`src/design/lrdg_pkg.sv`:
```
package lrdg_pkg;

  localparam int FRAC_BITS  = 15;
  localparam int SAMPLE_W   = 16;
  localparam int STEP_W     = 20;
  localparam int PHASE_W    = 21;
  localparam int CFG_IDX_W  = 2;
  localparam int CFG_DATA_W = 20;
  localparam int GAIN_SEL_W = 4;

  // unity in the phase accumulator, one bit wider for the carry out of the add
  localparam logic [PHASE_W:0] PHASE_ONE = (PHASE_W + 1)'(1) << FRAC_BITS;
  localparam logic [STEP_W-1:0] STEP_RESET = STEP_W'(65536);

  typedef enum logic [CFG_IDX_W-1:0] {
    REG_PHASE_STEP = 2'd0,
    REG_RATE_EN    = 2'd1,
    REG_CHAN_MODE  = 2'd2,
    REG_GAIN_SEL   = 2'd3
  } cfg_reg_t;

  // channel modes; the unused code behaves as mono
  localparam logic [1:0] MODE_MONO    = 2'd0;
  localparam logic [1:0] MODE_STEREO  = 2'd1;
  localparam logic [1:0] MODE_DOWNMIX = 2'd2;

  typedef struct packed {
    logic [4:0] mul;
    logic [2:0] shr;
    logic       sat;
  } gain_t;

  typedef struct packed {
    logic signed [SAMPLE_W-1:0] a;
    logic signed [SAMPLE_W-1:0] b;
  } lane_pair_t;

  typedef struct packed {
    lane_pair_t           left;
    lane_pair_t           right;
    logic [FRAC_BITS-1:0] frac;
    logic                 emit;
  } front_out_t;

  typedef struct packed {
    logic                  we;
    logic [CFG_IDX_W-1:0]  index;
    logic [CFG_DATA_W-1:0] data;
  } cfg_wr_t;

  // x*mul >> shr; boosting entries saturate
  function automatic gain_t gain_lookup(input logic [GAIN_SEL_W-1:0] sel);
    gain_t g;
    case (sel)
      4'd0:    g = '{mul: 5'd1,  shr: 3'd0, sat: 1'b0};
      4'd1:    g = '{mul: 5'd11, shr: 3'd4, sat: 1'b0};
      4'd2:    g = '{mul: 5'd1,  shr: 3'd1, sat: 1'b0};
      4'd3:    g = '{mul: 5'd11, shr: 3'd5, sat: 1'b0};
      4'd4:    g = '{mul: 5'd1,  shr: 3'd2, sat: 1'b0};
      4'd5:    g = '{mul: 5'd11, shr: 3'd6, sat: 1'b0};
      4'd6:    g = '{mul: 5'd1,  shr: 3'd3, sat: 1'b0};
      4'd7:    g = '{mul: 5'd11, shr: 3'd7, sat: 1'b0};
      4'd8:    g = '{mul: 5'd1,  shr: 3'd4, sat: 1'b0};
      4'd9:    g = '{mul: 5'd9,  shr: 3'd3, sat: 1'b1};
      4'd10:   g = '{mul: 5'd5,  shr: 3'd2, sat: 1'b1};
      4'd11:   g = '{mul: 5'd25, shr: 3'd4, sat: 1'b1};
      4'd12:   g = '{mul: 5'd2,  shr: 3'd0, sat: 1'b1};
      4'd13:   g = '{mul: 5'd20, shr: 3'd3, sat: 1'b1};
      4'd14:   g = '{mul: 5'd25, shr: 3'd3, sat: 1'b1};
      4'd15:   g = '{mul: 5'd4,  shr: 3'd0, sat: 1'b1};
      default: g = '{mul: 5'd1,  shr: 3'd0, sat: 1'b0};
    endcase
    return g;
  endfunction

endpackage

```
`src/design/linear_resampler_downmix_gain.sv`:
```
// Pipeline: an accepted input transaction passes the interpolation multiply stage, the
//   gain multiply stage and the output register on its way to out_tvalid.
// Throughput: one frame per cycle unless out_tready stalls; frames that fall between
//   output points take a slot in the front end only and yield no output transaction.
// Reset (rst_n, synchronous, active low): registers back to their defaults, phase
//   and held sample cleared, pipeline emptied. No clearing pass.
module linear_resampler_downmix_gain (
  input  logic        clk,
  input  logic        rst_n,
  // input frames
  input  logic        in_tvalid,
  output logic        in_tready,
  input  logic [31:0] in_tdata,   // [15:0] left_sample, [31:16] right_sample
  // output frames
  output logic        out_tvalid,
  input  logic        out_tready,
  output logic [31:0] out_tdata,  // [15:0] out_left, [31:16] out_right
  // register writes
  input  logic        cfg_valid,
  output logic        cfg_ready,
  input  logic [1:0]  cfg_index,
  input  logic [19:0] cfg_data
);

  lrdg_pkg::front_out_t fo;
  lrdg_pkg::cfg_wr_t    cfg;
  lrdg_pkg::gain_t      gain;
  logic [lrdg_pkg::GAIN_SEL_W-1:0] gain_sel;

  logic accept;
  // valid flags of the two lane stages and the output register
  logic v1_r, v2_r, vo_r;
  logic rdy_o, rdy2, ld2, ldo, ld1;
  logic signed [lrdg_pkg::SAMPLE_W-1:0] y_left, y_right;
  logic [31:0] out_data_r;

  // register port never stalls
  assign cfg_ready = 1'b1;
  assign cfg.we    = cfg_valid;
  assign cfg.index = cfg_index;
  assign cfg.data  = cfg_data;

  // per-stage handshake: a stage takes new data when empty or draining
  assign rdy_o     = !vo_r || out_tready;
  assign ldo       = v2_r && rdy_o;
  assign rdy2      = !v2_r || rdy_o;
  assign ld2       = v1_r && rdy2;
  assign in_tready = !v1_r || rdy2;
  assign accept    = in_tvalid && in_tready;
  assign ld1       = accept && fo.emit;

  lrdg_front u_front (
    .clk          (clk),
    .rst_n        (rst_n),
    .accept       (accept),
    .left_sample  (in_tdata[15:0]),
    .right_sample (in_tdata[31:16]),
    .cfg          (cfg),
    .fo           (fo),
    .gain_sel     (gain_sel)
  );

  assign gain = lrdg_pkg::gain_lookup(gain_sel);

  // left (or mono) lane
  lrdg_lane u_lane_left (
    .clk  (clk),
    .ld1  (ld1),
    .ld2  (ld2),
    .pair (fo.left),
    .frac (fo.frac),
    .gain (gain),
    .y    (y_left)
  );

  // right lane; fed zeros in the mono modes
  lrdg_lane u_lane_right (
    .clk  (clk),
    .ld1  (ld1),
    .ld2  (ld2),
    .pair (fo.right),
    .frac (fo.frac),
    .gain (gain),
    .y    (y_right)
  );

  always_ff @(posedge clk) begin
    if (!rst_n) begin
      v1_r <= 1'b0;
      v2_r <= 1'b0;
      vo_r <= 1'b0;
    end else begin
      if (ld1) begin
        v1_r <= 1'b1;
      end else if (ld2) begin
        v1_r <= 1'b0;
      end
      if (ld2) begin
        v2_r <= 1'b1;
      end else if (ldo) begin
        v2_r <= 1'b0;
      end
      if (ldo) begin
        vo_r <= 1'b1;
      end else if (out_tready) begin
        vo_r <= 1'b0;
      end
    end
  end

  // merge: both lanes land in one output transaction
  always_ff @(posedge clk) begin
    if (ldo) begin
      out_data_r <= {y_right, y_left};
    end
  end

  assign out_tvalid = vo_r;
  assign out_tdata  = out_data_r;

  a_emit_fills_stage1: assert property (@(posedge clk) disable iff (!rst_n)
    ld1 |=> v1_r)
    else $error("emitting frame did not reach the first lane stage");

  a_stage2_holds: assert property (@(posedge clk) disable iff (!rst_n)
    (v2_r && !rdy_o) |=> v2_r)
    else $error("second lane stage dropped a result under back-pressure");

  a_reset_empties: assert property (@(posedge clk)
    $past(!rst_n) |-> (!out_tvalid && !v1_r && !v2_r))
    else $error("pipeline not empty after reset");

endmodule

```
`src/design/lrdg_front.sv`:
```
module lrdg_front (
  input  logic                                 clk,
  input  logic                                 rst_n,
  input  logic                                 accept,
  input  logic signed [lrdg_pkg::SAMPLE_W-1:0] left_sample,
  input  logic signed [lrdg_pkg::SAMPLE_W-1:0] right_sample,
  input  lrdg_pkg::cfg_wr_t                    cfg,
  output lrdg_pkg::front_out_t                 fo,
  output logic [lrdg_pkg::GAIN_SEL_W-1:0]      gain_sel
);

  logic [lrdg_pkg::STEP_W-1:0]          phase_step_r;
  logic                                 rate_en_r;
  logic [1:0]                           mode_r;
  logic [lrdg_pkg::GAIN_SEL_W-1:0]      gain_sel_r;
  logic [lrdg_pkg::PHASE_W-1:0]         phase_r;
  logic [lrdg_pkg::PHASE_W-1:0]         phase_nxt;
  logic signed [lrdg_pkg::SAMPLE_W-1:0] prev_left_r;
  logic signed [lrdg_pkg::SAMPLE_W-1:0] prev_right_r;
  logic                                 have_prev_r;

  logic signed [lrdg_pkg::SAMPLE_W-1:0] l_eff;
  logic signed [lrdg_pkg::SAMPLE_W-1:0] r_eff;
  logic signed [lrdg_pkg::SAMPLE_W-1:0] downmix;
  logic                                 stereo;
  logic                                 below_one;
  logic [lrdg_pkg::PHASE_W:0]           p_sum;

  assign downmix   = (left_sample >>> 1) + (right_sample >>> 1);
  assign stereo    = (mode_r == lrdg_pkg::MODE_STEREO);
  assign l_eff     = (mode_r == lrdg_pkg::MODE_DOWNMIX) ? downmix : left_sample;
  assign r_eff     = stereo ? right_sample : '0;
  assign below_one = (phase_r[lrdg_pkg::PHASE_W-1:lrdg_pkg::FRAC_BITS] == '0);

  always_comb begin
    p_sum = {1'b0, phase_r};
    if (below_one) begin
      p_sum = p_sum + (lrdg_pkg::PHASE_W + 1)'(phase_step_r);
    end
    if (p_sum >= lrdg_pkg::PHASE_ONE) begin
      phase_nxt = lrdg_pkg::PHASE_W'(p_sum - lrdg_pkg::PHASE_ONE);
    end else begin
      phase_nxt = '0;
    end
  end

  // pass-through runs the interpolator at zero fraction with both taps equal
  always_comb begin
    if (!rate_en_r) begin
      fo.left.a  = l_eff;
      fo.left.b  = l_eff;
      fo.right.a = r_eff;
      fo.right.b = r_eff;
      fo.frac    = '0;
      fo.emit    = 1'b1;
    end else begin
      fo.left.a  = prev_left_r;
      fo.left.b  = l_eff;
      fo.right.a = stereo ? prev_right_r : '0;
      fo.right.b = r_eff;
      fo.frac    = phase_r[lrdg_pkg::FRAC_BITS-1:0];
      fo.emit    = have_prev_r && below_one;
    end
  end

  assign gain_sel = gain_sel_r;

  always_ff @(posedge clk) begin
    if (!rst_n) begin
      phase_step_r <= lrdg_pkg::STEP_RESET;
      rate_en_r    <= 1'b0;
      mode_r       <= lrdg_pkg::MODE_MONO;
      gain_sel_r   <= '0;
      phase_r      <= '0;
      have_prev_r  <= 1'b0;
      prev_left_r  <= '0;
      prev_right_r <= '0;
    end else if (cfg.we) begin
      case (cfg.index)
        lrdg_pkg::REG_PHASE_STEP: begin
          phase_step_r <= cfg.data[lrdg_pkg::STEP_W-1:0];
          phase_r      <= '0;
          have_prev_r  <= 1'b0;
        end
        lrdg_pkg::REG_RATE_EN: begin
          rate_en_r   <= cfg.data[0];
          phase_r     <= '0;
          have_prev_r <= 1'b0;
        end
        lrdg_pkg::REG_CHAN_MODE: begin
          mode_r      <= cfg.data[1:0];
          phase_r     <= '0;
          have_prev_r <= 1'b0;
        end
        lrdg_pkg::REG_GAIN_SEL: begin
          gain_sel_r <= cfg.data[lrdg_pkg::GAIN_SEL_W-1:0];
        end
        default: begin
        end
      endcase
    end else if (accept && rate_en_r) begin
      if (have_prev_r) begin
        phase_r <= phase_nxt;
      end
      prev_left_r  <= l_eff;
      prev_right_r <= r_eff;
      have_prev_r  <= 1'b1;
    end
  end

endmodule

```
`src/design/lrdg_lane.sv`:
```
module lrdg_lane (
  input  logic                                 clk,
  input  logic                                 ld1,
  input  logic                                 ld2,
  input  lrdg_pkg::lane_pair_t                 pair,
  input  logic [lrdg_pkg::FRAC_BITS-1:0]       frac,
  input  lrdg_pkg::gain_t                      gain,
  output logic signed [lrdg_pkg::SAMPLE_W-1:0] y
);

  localparam int DIFF_W = lrdg_pkg::SAMPLE_W + 1;
  localparam int PROD_W = DIFF_W + lrdg_pkg::FRAC_BITS + 1;
  localparam int SUM_W  = PROD_W + 1;
  localparam int GPROD_W = lrdg_pkg::SAMPLE_W + 6;

  logic signed [lrdg_pkg::SAMPLE_W-1:0] a_r;
  logic signed [lrdg_pkg::SAMPLE_W-1:0] b_r;
  logic [lrdg_pkg::FRAC_BITS-1:0]       frac_r;
  logic signed [lrdg_pkg::SAMPLE_W-1:0] interp_r;

  logic signed [DIFF_W-1:0]  diff;
  logic signed [PROD_W-1:0]  prod;
  logic signed [SUM_W-1:0]   base;
  logic signed [SUM_W-1:0]   sum;
  logic signed [GPROD_W-1:0] gprod;
  logic signed [GPROD_W-1:0] gshift;

  // a + (b - a) * frac, floor-shifted back to sample scale
  assign diff = DIFF_W'(b_r) - DIFF_W'(a_r);
  assign prod = PROD_W'(diff) * $signed({1'b0, frac_r});
  assign base = $signed({{(SUM_W - lrdg_pkg::SAMPLE_W - lrdg_pkg::FRAC_BITS){a_r[lrdg_pkg::SAMPLE_W-1]}},
                         a_r, {lrdg_pkg::FRAC_BITS{1'b0}}});
  assign sum  = base + SUM_W'(prod);

  assign gprod  = GPROD_W'(interp_r) * $signed({1'b0, gain.mul});
  assign gshift = gprod >>> gain.shr;

  always_comb begin
    if (gain.sat && (gshift > GPROD_W'(32767))) begin
      y = 16'sh7FFF;
    end else if (gain.sat && (gshift < -GPROD_W'(32768))) begin
      y = -16'sh8000;
    end else begin
      y = gshift[lrdg_pkg::SAMPLE_W-1:0];
    end
  end

  always_ff @(posedge clk) begin
    if (ld1) begin
      a_r    <= pair.a;
      b_r    <= pair.b;
      frac_r <= frac;
    end
    if (ld2) begin
      interp_r <= sum[lrdg_pkg::FRAC_BITS+lrdg_pkg::SAMPLE_W-1:lrdg_pkg::FRAC_BITS];
    end
  end

endmodule
```
`config.mk`:
```
export PLATFORM = sky130hd
export DESIGN_NAME = linear_resampler_downmix_gain
export DESIGN_NICKNAME = d
export VERILOG_FILES = /design/src/design/lrdg_pkg.sv /design/src/design/linear_resampler_downmix_gain.sv /design/src/design/lrdg_front.sv /design/src/design/lrdg_lane.sv
export SDC_FILE = /design/constraint.sdc
export NUM_CORES = 2
export LEC_CHECK = 0
export ABC_AREA = 1
export ABC_CLOCK_PERIOD_IN_PS = 8100
export BUFFER_PORTS_ARGS = -buffer_cell sky130_fd_sc_hd__buf_2
export CELL_PAD_IN_SITES_DETAIL_PLACEMENT = 0
export CELL_PAD_IN_SITES_GLOBAL_PLACEMENT = 1
export CORE_ASPECT_RATIO = 1.2
export CORE_MARGIN = 10
export CORE_UTILIZATION = 45
export CTS_CLUSTER_SIZE = 30
export DETAILED_ROUTE_END_ITERATION = 10
export GPL_TIMING_DRIVEN = 0
export PLACE_DENSITY_LB_ADDON = 0.15
export REMOVE_ABC_BUFFERS = 1
export SLEW_MARGIN = 20
export SYNTH_ARGS = -nofsm -noshare
export SYNTH_HDL_FRONTEND = slang
export SYNTH_HIERARCHICAL = 1
export SYNTH_SLANG_ARGS = --single-unit
```
`constraint.sdc`:
```
create_clock -name clk -period 8.1 [get_ports clk]
set_input_delay 2.025 -clock clk [delete_from_list [all_inputs] [get_ports clk]]
set_output_delay 2.025 -clock clk [all_outputs]
set_load 0.05 [all_outputs]
```
# [Yosys cells after proc, flatten, opt, wreduce, memory -nomap -nowiden]
# Memories as Yosys holds them, arrays and structs flattened. A register that Yosys moved wholly into a read port is not among the register bits.
# Cells that the tools add are included.
[op_classes] n_addsub=7 n_mul=4 n_eq_ne=6 mux=23 n_bitwise=1 n_shift=2 n_reduce_logical=31 n_lt_le_gt_ge=5
[ops] op="two-way mux 21 bit" count=5
[ops] op="two-way mux 16 bit" count=5
[ops] op="two-way mux 80 bit" count=1
[ops] op="adder 31 bit" count=2
[ops] op="multiplier 17 x 16 -> 31 bit" count=2
[ops] op="> comparator 22 x 16 -> 1 bit (second input constant)" count=2
[ops] op="less-than comparator 22 x 16 -> 1 bit (second input constant)" count=2
[ops] op="multiplier 16 x 6 -> 22 bit" count=2
[ops] op=">>> shifter 22 x 3 -> 22 bit" count=2
[ops] op="subtractor 16 x 16 -> 17 bit" count=2
[ops] op="adder 21 x 20 -> 22 bit" count=1
[ops] op="greater-or-equal comparator 22 x 16 -> 1 bit (second input constant)" count=1
[ops] op="two-way mux 22 bit" count=1
[ops] op="subtractor 21 x 16 -> 21 bit (second input constant)" count=1
[ops] op="adder 15 x 15 -> 16 bit" count=1
[ops] op="AND reduction 2 bit" count=6
[ops] op="logical AND 1 bit" count=10
[ops] op="nonzero test 2 bit" count=5
[ops] op="two-way mux 1 bit" count=9
[ops] op="two-way mux 4 bit" count=2
[ops] op="equality test 2 bit (second input constant)" count=3
[ops] op="zero test 6 bit" count=1
[ops] op="equality test 2 x 1 -> 1 bit (second input constant)" count=2
[ops] op="zero test 1 bit" count=3
[ops] op="6 further kinds" count=8
[totals] out_inout_bits=35 romBits=144 elab_cells=100 regBits=227 memories=1 in_bits=59
[memory_table] memory="(name not given)" depth=16 word_bits=9 rd=1 rd_ports_with_merged_regs=1 wr=0 line="lrdg_pkg.sv:54" rtl="case (sel)"

# [Longest topological paths before layout]
[depth] ltp_word=8 depth_mapped=42 depth_no_buf=42

# [Modules after synthesis]
# Netlist, hierarchy kept.
[modules_own_cells] module="lrdg_lane (u_lane_left)" cells_each=2124 area_each_um2=16759.8 seq_area_each_um2=1891.8 n_inst=1
[modules_own_cells] module="lrdg_lane (u_lane_right)" cells_each=2085 area_each_um2=16646.0 seq_area_each_um2=1891.8 n_inst=1
[modules_own_cells] module="lrdg_front" cells_each=1002 area_each_um2=6180.9 seq_area_each_um2=1621.6 n_inst=1
[modules_own_cells] module="linear_resampler_downmix_gain" cells_each=84 area_each_um2=1283.7 seq_area_each_um2=1021.0 n_inst=1

# [Worst setup path after synthesis]
# OpenSTA, ideal clock, no wires.
[synth_path] path_kind="reg2reg" startpoint="reg u_lane_right/a_r[0] in the netlist's numbering" endpoint="reg u_lane_right/interp_r[15] in the netlist's numbering, data pin" path_slack_ps=833 path_stages_with_launch=36 required_time_ps=7848 arrival_time_ps=7014 period_less_slack_ps=7267 setup_ps=252 n_path_buf=2 cell_sequence="edfxtp_1 ha_1 fa_1 inv_1 nand2_1 nand2_1 o21ai_2 o21ai_2 nand2_1 nand2_1 a21oi_2 or2_1 nand3_1 nand2_2 inv_2 buf_2 nand2_1 fa_1 inv_1 fa_1 buf_1 xnor2_1 xor2_1 fa_1 fa_1 inv_1 fa_1 inv_1 ha_1 nand2_1 o21ai_0 inv_1 o311ai_0 a41oi_1 nand3_1 nand2_1"
[synth_via] elab_chain_cells=3
[synth_lines] element="from (decl)" line="lrdg_lane.sv:16" rtl="logic signed [lrdg_pkg::SAMPLE_W-1:0] a_r;"
[synth_lines] element="from (signal assigned)" line="lrdg_lane.sv:50" rtl="a_r <= pair.a;"
[synth_lines] element="subtractor 16 x 16 -> 17 bit" line="lrdg_lane.sv:29" rtl="assign diff = DIFF_W'(b_r) - DIFF_W'(a_r);"
[synth_lines] element="multiplier 17 x 16 -> 31 bit" line="lrdg_lane.sv:30" rtl="assign prod = PROD_W'(diff) * $signed({1'b0, frac_r});"
[synth_lines] element="adder 31 bit *" line="lrdg_lane.sv:33" rtl="assign sum = base + SUM_W'(prod);"
[synth_lines] element="via u_lane_right.sum[30]" line="lrdg_lane.sv:24" rtl="logic signed [SUM_W-1:0] sum;"
[synth_lines] element="to (signal assigned)" line="lrdg_lane.sv:55" rtl="interp_r <= sum[lrdg_pkg::FRAC_BITS+lrdg_pkg::SAMPLE_W-1:lrdg_pkg::FRAC_BITS];"
[synth_lines] element="to (decl)" line="lrdg_lane.sv:19" rtl="logic signed [lrdg_pkg::SAMPLE_W-1:0] interp_r;"
# The timed path passes the listed nets; every way through them passes the cells marked *.
# A chain may end at the register's enable or synchronous reset.

# [Worst setup path in the final report]
[layout_path] startpoint="reg u_lane_right/a_r[0] in the netlist's numbering" endpoint="reg u_lane_right/interp_r[5] in the netlist's numbering, data pin"
# The elaborated chain is that of the path after synthesis.

==> out/results.tsv <==
metric	value	unit
slew_headroom	26.3	%
grt_pass1_wl	175000	um
rsz0062_at_grt	true	
setup_ws	295	ps
grt_overflow	0	
place_congestion	0.881	
grt_usage	21.3	%
synth_seq_area_share	15.7	%
critPathSlowestCell	fa_1	
clock_latency	630	ps
status	complete, no violations	
dieWidth	295	um
synth.yosys.warnings	6	
crit_path_start_kind	flop	
drv_cap	0	
final_cell_mix	inv_1, nand2_1, fa_1, nor2_1, ha_1	
postCtsHoldBufs	0	
clock_skew	32.5	ps
synth_cells	5295	
start_util	45.2	%
rows	121	
yosys_register_bits	242	
io_pins	94	
path_common_cell	nand2_1	
wl	109000	um
die_h	350	um
cp.arrival	8180	ps
grt_max_degree	46	
setup_violations	0	
final_max_slew_viol_count	0	
layout_commonest_cell	inv_1	
cts_tree	done	
yosysUniqueCellTypes	66	
dr.pass1.iters	6	
antenna_left	0	
clkTransAtPathRegs	60	ps
port_buffers	92	
fin_util	49.2	%
hold_violations	0	
fin_nets	6338	
drc	0	
crit_type	flop to flop	
crit_start	u_lane_right/a_r[0]$_DFFE_PP_	
post-dp-hpwl	91800	um
clock_sinks	242	
dr.first_iter.drc_count	1633	
required	8470	ps
area_growth	8.71	%
avgViaCountPerCell	4.92	
setup.worst_path.end_class	flop	
async_reset_ff_share	0	%
layout-drive-gt1-share	9.05	%
path_max_fanout	3	
period_needed	7800	ps
die_area	103000	sq um
cpPeakStageDelay	510	ps
period_share	96.4	%
hold_path.class	flop to flop	
max_freq	128	MHz
numCtsBuffers	29	
tightest_slew	1100	ps
root_buffer	clkbuf_16	
synth_ff_type	edfxtp_1	
setup_total_negative_slack	0	ps
numPlacedInstances	6443	
grt_pass1_vias	32900	
antenna_found_initial	0	
via_count	32100	
synth_edf_count	158	
synth.cell_area	40900	sq um
wl_per_cell	16.7	um
r2r_start	u_lane_right/a_r[0]$_DFFE_PP_	
dp_slack	-765	ps
coreArea	90400	sq um
synth_area_per_cell	7.72	sq um
cts.htree.levels	1	
fin_cells	6526	
clk_path_buf_depth	3	
hp-start	u_front/prev_right_r[11]$_SDFFE_PN0P_	
[through the flow]
stage,instance area (sq um),hold slack (ps)
2_1_floorplan,40300,429
3_3_place_gp,42200,441
6_report,44400,456
5_1_grt,44400,479
3_5_place_dp,42700,445
4_1_cts,43900,454
[final cells by class]
cell class	instances	area [sq um]
fillers	9125	46000
multi-input cells	3543	29400
flip-flops and latches	242	6430
inverters	1380	5200
well taps	1168	1460
repair buffers	139	1040
clock buffers	33	741
clock inverters	20	176
diodes	1	2.50
[worst max-delay path: cells and delay by family, from the launching register on]
kind	cells	cell delay (ps)
and+or+nand+nor	11	860
AOI/OAI and AO/OA	9	1300
DFF	1	420
adders and majority gates	9	3700
xor gates and xnor gates	2	420
buffers and inverters	8	810
[sequential cells by signal, indices dropped and copies added (netlist names)]
| name | flops |
|---|---|
| u_lane_left/frac_r | 15 |
| u_lane_right/a_r | 16 |
| u_lane_right/frac_r | 15 |
| v2_r | 1 |
| u_lane_left/interp_r | 16 |
| u_front/mode_r | 2 |
| u_front/rate_en_r | 1 |
| v1_r | 1 |
| u_front/prev_right_r | 16 |
| u_lane_left/b_r | 16 |
| u_front/prev_left_r | 16 |
| u_lane_right/b_r | 16 |
| out_tdata | 32 |
| u_lane_right/interp_r | 16 |
| u_front/have_prev_r | 1 |
| u_front/gain_sel | 4 |
| u_front/phase_r | 21 |
| u_lane_left/a_r | 16 |
| out_tvalid | 1 |
| u_front/phase_step_r | 20 |
[cells in the mapped netlist, types with 6 or more instances]
master / count / area share, %
inv_1: 1346 / 12
nand2_1: 1083 / 9.9
fa_1: 606 / 30
nor2_1: 446 / 4.1
ha_1: 338 / 10
nand3_1: 226 / 2.8
a21oi_1: 216 / 2.6
o21ai_0: 187 / 2.3
edfxtp_1: 158 / 12
clkbuf_1: 104 / 0.96
dfxtp_1: 84 / 4.1
xor2_1: 74 / 1.6
xnor2_1: 53 / 1.1
or2_2: 52 / 0.80
nand2_2: 47 / 0.72
nand4_1: 20 / 0.31
nor3_1: 20 / 0.24
inv_2: 19 / 0.17
a21oi_2: 17 / 0.36
clkinv_1: 15 / 0.14
nand3_2: 15 / 0.37
nand3b_1: 11 / 0.20
nor2_2: 11 / 0.17
buf_2: 10 / 0.12
o21ai_1: 10 / 0.12
o21bai_1: 10 / 0.18
a21o_1: 9 / 0.17
mux2i_1: 9 / 0.22
a211oi_1: 8 / 0.15
buf_1: 7 / 0.064
o21ai_2: 7 / 0.15
a31oi_1: 6 / 0.092
[per-layer routing]
metal	global-route usage [%]	routed length, um
met3	2.23	4550
met1	26.1	45500
met5	0	0
met2	39.2	55900
met4	5.51	2870
[cell families (layout without fill, tap and decap cells)]
| logic type | count (synthesis) | count (layout) | synth area share [%] |
|---|---|---|---|
| flops | 242 | 242 | 15.7 |
| mux | 9 | 9 | 0.220 |
| other cells | 1 | 2 | 0.00918 |
| xor+xnor | 129 | 129 | 2.80 |
| fa+ha+maj | 944 | 944 | 40.0 |
| simple gates | 1960 | 1960 | 20.4 |
| buf+inv | 1510 | 1572 | 14.1 |
| compound gates | 500 | 500 | 6.79 |
[worst paths after layout]
path                                           endpoint  slack (ps)  depth (start not counted)
setup reg to reg     u_lane_right/interp_r[5]$_DFFE_PP_         300                         39
setup / recovery     u_lane_right/interp_r[5]$_DFFE_PP_         300                         39
hold reg to reg   u_front/prev_right_r[11]$_SDFFE_PN0P_         460                          2
hold / removal    u_front/prev_right_r[11]$_SDFFE_PN0P_         460                          2
[timing repair]
action	in CTS	in global routing
gates resized for setup	36	82
setup buffers	14	15
pin swaps	5	20
endpoints found under the setup margin	32	27
gates cloned	0	0
Power is not shown: default switching activity piles up to over one toggle a cycle in this logic, so the estimate is an artifact.
